## src/rtl/sphist_pkg.sv

```systemverilog
// Shared types, constants and codes of the symbol pair histogram.
`default_nettype none
package sphist_pkg;

  // Default parameter values handed to the top level.
  localparam int MAX_ALPHABET_DEF = 16;
  localparam int COUNT_BITS_DEF   = 32;

  // Fixed field widths.
  localparam int SYM_W   = 4;
  localparam int IDX_W   = 8;
  localparam int ALPHA_W = 5;
  localparam int OUT_W   = 32;
  // A pair bin is at most 15 * 31 + 15, which needs nine bits.
  localparam int BIN_W   = 9;

  // Bins that a read can ever address.
  localparam int IDX_DEPTH = 1 << IDX_W;

  localparam logic [ALPHA_W-1:0] ALPHA_RESET = ALPHA_W'(16);

  // Operation carried in tuser.
  typedef enum logic {
    OP_PUSH = 1'b0,
    OP_READ = 1'b1
  } op_e;

  // Commands from the controller to the datapath.
  typedef struct packed {
    logic load;      // capture an input transfer and start the memory read
    logic write;     // write back the incremented count of a push
    logic out_load;  // move a read result into the output register
  } ctrl_cmd_t;

  // Status from the datapath to the controller.
  typedef struct packed {
    logic is_read;   // the item in flight is a read
  } dp_status_t;

endpackage
`default_nettype wire

```

## src/rtl/sphist_ctrl.sv

```systemverilog
// Controller state machine of the symbol pair histogram.
`default_nettype none
module sphist_ctrl (
  input  wire                     clk_i,
  input  wire                     rst_ni,
  input  wire                     s_valid_i,
  input  wire                     m_ready_i,
  input  sphist_pkg::dp_status_t  status_i,
  output logic                    s_ready_o,
  output logic                    m_valid_o,
  output sphist_pkg::ctrl_cmd_t   cmd_o
);

  typedef enum logic [1:0] {
    ST_IDLE   = 2'b01,
    ST_ACCESS = 2'b10
  } state_e;

  state_e state_q, state_d;
  logic   out_valid_q, out_valid_d;
  logic   out_free;

  // The output register may take a new result when it is empty or being emptied.
  assign out_free  = !out_valid_q || m_ready_i;
  assign s_ready_o = (state_q == ST_IDLE);
  assign m_valid_o = out_valid_q;

  // Next state and commands.
  always_comb begin
    state_d = state_q;
    cmd_o   = '0;
    unique case (state_q)
      ST_IDLE: begin
        if (s_valid_i) begin
          cmd_o.load = 1'b1;
          state_d    = ST_ACCESS;
        end
      end
      ST_ACCESS: begin
        if (status_i.is_read) begin
          if (out_free) begin
            cmd_o.out_load = 1'b1;
            state_d        = ST_IDLE;
          end
        end else begin
          cmd_o.write = 1'b1;
          state_d     = ST_IDLE;
        end
      end
      default: state_d = ST_IDLE;
    endcase
  end

  // The output valid flag is set by a load and cleared by a completed transfer.
  assign out_valid_d = cmd_o.out_load || (out_valid_q && !m_ready_i);

  always_ff @(posedge clk_i or negedge rst_ni) begin
    if (!rst_ni) begin
      state_q     <= ST_IDLE;
      out_valid_q <= 1'b0;
    end else begin
      state_q     <= state_d;
      out_valid_q <= out_valid_d;
    end
  end

endmodule
`default_nettype wire

```

## config.mk

```make
export PLATFORM = sky130hd
export DESIGN_NAME = sphist_ctrl
export DESIGN_NICKNAME = d
export VERILOG_FILES = /design/src/rtl/sphist_pkg.sv /design/src/rtl/sphist_ctrl.sv
export SDC_FILE = /design/constraint.sdc
export NUM_CORES = 1
export LEC_CHECK = 0
export BUFFER_PORTS_ARGS = -buffer_cell sky130_fd_sc_hd__buf_2
export CORE_AREA = 2 2 39 41
export CTS_CLUSTER_SIZE = 12
export DETAILED_ROUTE_END_ITERATION = 10
export DIE_AREA = 0 0 41 43
export SYNTH_ARGS = -nofsm -noshare
export SYNTH_HDL_FRONTEND = slang
export SYNTH_SLANG_ARGS = --single-unit
```

## constraint.sdc

```tcl
create_clock -name clk_i -period 1.05 [get_ports clk_i]
set_input_delay 0.21 -clock clk_i [delete_from_list [all_inputs] [get_ports clk_i]]
set_output_delay 0.21 -clock clk_i [all_outputs]
set_load 0.01 [all_outputs]
```

==> metrics.csv <==
stage,metric,value,unit
status,status,"finished, violations left",
status,violated checks,negative setup slack,
synthesis,share of the synthesized area in the top cell type,34.5,%
global_routing,largest net degree at the start of global routing,5,
power,Lkg Pwr,0.137,nW
synthesis,Syn Std Cell Area,145,sq um
placement,dpl hpwl,270,um
finish,Nets,35,
clock_tree,root buf cell,clkbuf_4,
floorplan,# IOs,10,
synthesis,Syn Area/Cell,11.2,sq um
clock_tree,clk_lat worst skew,0.23,ns
synthesis,post-synthesis sequential area ratio,52.6,%
synthesis,dominant cell type by area after synthesis,dfrtp_1,
timing,Max-slew headroom,84.5,%
timing,"Setup violations, final",4,
floorplan,Rows,14,
finish,Final Non-Filler Cells,45,
floorplan,Die Y,43,um
synthesis,Mapped Nets,18,
clock_tree,clock sinks,3,
finish,share of post-route cells with drive strength above 1,55.2,%
placement,Routability Congestion,0.535,
setup_path,crit-path max FO,4,
timing,Final Cycle Share,124,%
synthesis,library cells used by synthesis,10,
placement,post-place setup slack,-0.00144,ns
routing,Antenna Nets Post-Route,0,
synthesis,Synth Warn #,0,
timing,Fin Clk Skew,0.00111,ns
floorplan,Initial Utilization,10.5,%
finish,area delta synth->final,80.2,%
setup_path,Worst setup EP type,output pin,
routing,Post-Route WL,341,um
routing,routed wire length per instance,7.58,um
timing,WHS,0.174,ns
floorplan,Die ar.,1760,sq um
power,Peak VDD IR,0.370,mV
setup_path,Arrival @ worst endpoint,1.09,ns
hold_path,Hold WC Path Type,in -> reg,
floorplan,Core ar.,1380,sq um
routing,DR iter-0 viols,0,
power,Power Total,0.000414,W
placement,Placed Instances,39,
routing,drt via density,3.60,
clock_tree,Clock transition at path regs,0.04,ns
timing,"Hold Vio Cnt, Final",0,
global_routing,initial antenna violation count,0,
clock_tree,cts bufs inserted,3,
clock_tree,H-tree levels,1,
routing,Residual DRC,0,
timing,measured slew at the worst slew-check pin,0.232,ns
synthesis,Synth area leaders,"dfrtp_1 (34%), dfstp_2 (18%), nor2b_1 (13%), a31o_1 (6.0%), and3b_1 (6.0%)",
power,pwr/cell area,1580,nW/um^2
timing,post-layout min period,1.30,ns
placement,PortBufs,9,
timing,Slew Limit Fails,0,
synthesis,#FFs+latches synth,3,
timing,final worst-path setup slack,-0.248,ns
clock_tree,CTS tree,built,
setup_path,Critical Path Source Type,flip-flop,
timing,FMAX,770,MHz
routing,number of detailed-route iterations in the first pass,1,
setup_path,FF-to-FF setup slack,0.05,ns
job,Max-Cap Viols,0,
setup_path,crit path kind,reg -> out,
setup_path,CP Data Required Time,0.84,ns
global_routing,total global-route track usage,4.93,%
synthesis,Syn Inst Count,13,
floorplan,die width,41,um
routing,via count,162,
timing,RSZ-0062 raised after global routing,true,
global_routing,global-route wire length before repair,469,um
clock_tree,Max clock buf depth,2,
finish,n_diodes,0,
global_routing,grt total ovfl,0,
global_routing,vias in the first global route,135,
-- registers in the layout, indices dropped and copies added, names as in the netlist --
name / count
m_valid_o: 1
state_q: 2
-- worst max-delay path, stage by stage, from the launching register on --
cell	delay [ns]
dfstp_2	0.54
nand3b_1	0.13
nor2_1	0.04
buf_2	0.14
-- through the flow --
| step | util, % | cell area, sq um | TNS, ns |
|---|---|---|---|
| after CTS | 18.9 | 262 | -0.947 |
| after global placement | 15.7 | 218 | 0 |
| final | 18.9 | 262 | -0.892 |
| after global routing | 18.9 | 262 | -1.10 |
| after detailed placement | 15.7 | 218 | -0.00144 |
| after floorplan | - | 145 | 0 |
-- where the power goes --
| part | leakage [nW] | total [W] | internal [W] | switching [W] |
|---|---|---|---|---|
| Sequential | 0.0370 | 0.000139 | 0.000130 | 0.00000852 |
| Combinational | 0.0845 | 0.0000716 | 0.0000411 | 0.0000305 |
| Clock | 0.0150 | 0.000204 | 0.000143 | 0.0000613 |
-- cells by family after synthesis --
| kind of cell | synth area share, % |
|---|---|
| compound gates | 10.3 |
| simple gates | 37.1 |
| flops | 52.6 |
-- synthesized netlist by cell type --
master    instances
a31o_1            1
a31oi_1           1
and3b_1           1
dfrtp_1           2
dfstp_2           1
nand2b_1          1
nand3b_1          1
nor2_1            1
nor2b_1           3
nor2b_2           1
-- cell usage in the layout, fill, tap and decap left out --
cell / n
nand2b_1: 1
dfrtp_1: 2
dlygate4sd3_1: 1
a31o_1: 1
clkbuf_4: 3
nand3b_1: 1
nor2_1: 1
and3b_1: 1
a31oi_1: 1
dfstp_2: 1
buf_2: 9
buf_4: 2
nor2b_2: 1
nor2b_1: 3
clkbuf_1: 1
-- what timing repair did --
item / CTS / global route
endpoints found under the setup margin: 4 / 5
pin swaps: 1 / 1
resized for setup: 0 / 0
hold buffers: 1 / 0
hold endpoints to repair: 3 / 0
setup buffers: 1 / 0
-- path summary, 6_finish.rpt --
kind,cells after the start,from,to
setup reg to reg,3,state_q[0]$_DFFE_PN1P_,state_q[1]$_DFFE_PN0P_
max in group asynchronous,2,rst_ni,state_q[0]$_DFFE_PN1P_
min in group asynchronous,2,rst_ni,m_valid_o$_DFF_PN0_
hold reg to reg,2,state_q[1]$_DFFE_PN0P_,m_valid_o$_DFF_PN0_
setup / recovery,3,state_q[0]$_DFFE_PN1P_,cmd_o[0]
hold / removal,2,status_i,state_q[0]$_DFFE_PN1P_
-- cell type report --
type / count / area [sq um]
fillers: 164 / 1120
flip-flops and latches: 3 / 76.3
repair buffers: 12 / 70.1
multi-input cells: 10 / 68.8
clock buffers: 4 / 26.3
well taps: 16 / 20.0
-- per-layer routing --
layer  up-vias  global-route usage [%]  wire length, um
met1        74                    4.22              119
met5         -                       0                0
met2         8                    5.63              167
met4         0                    8.00               16
met3         2                    3.14               37
li1         78                       -                -
Power figures use the tool's default switching activity.
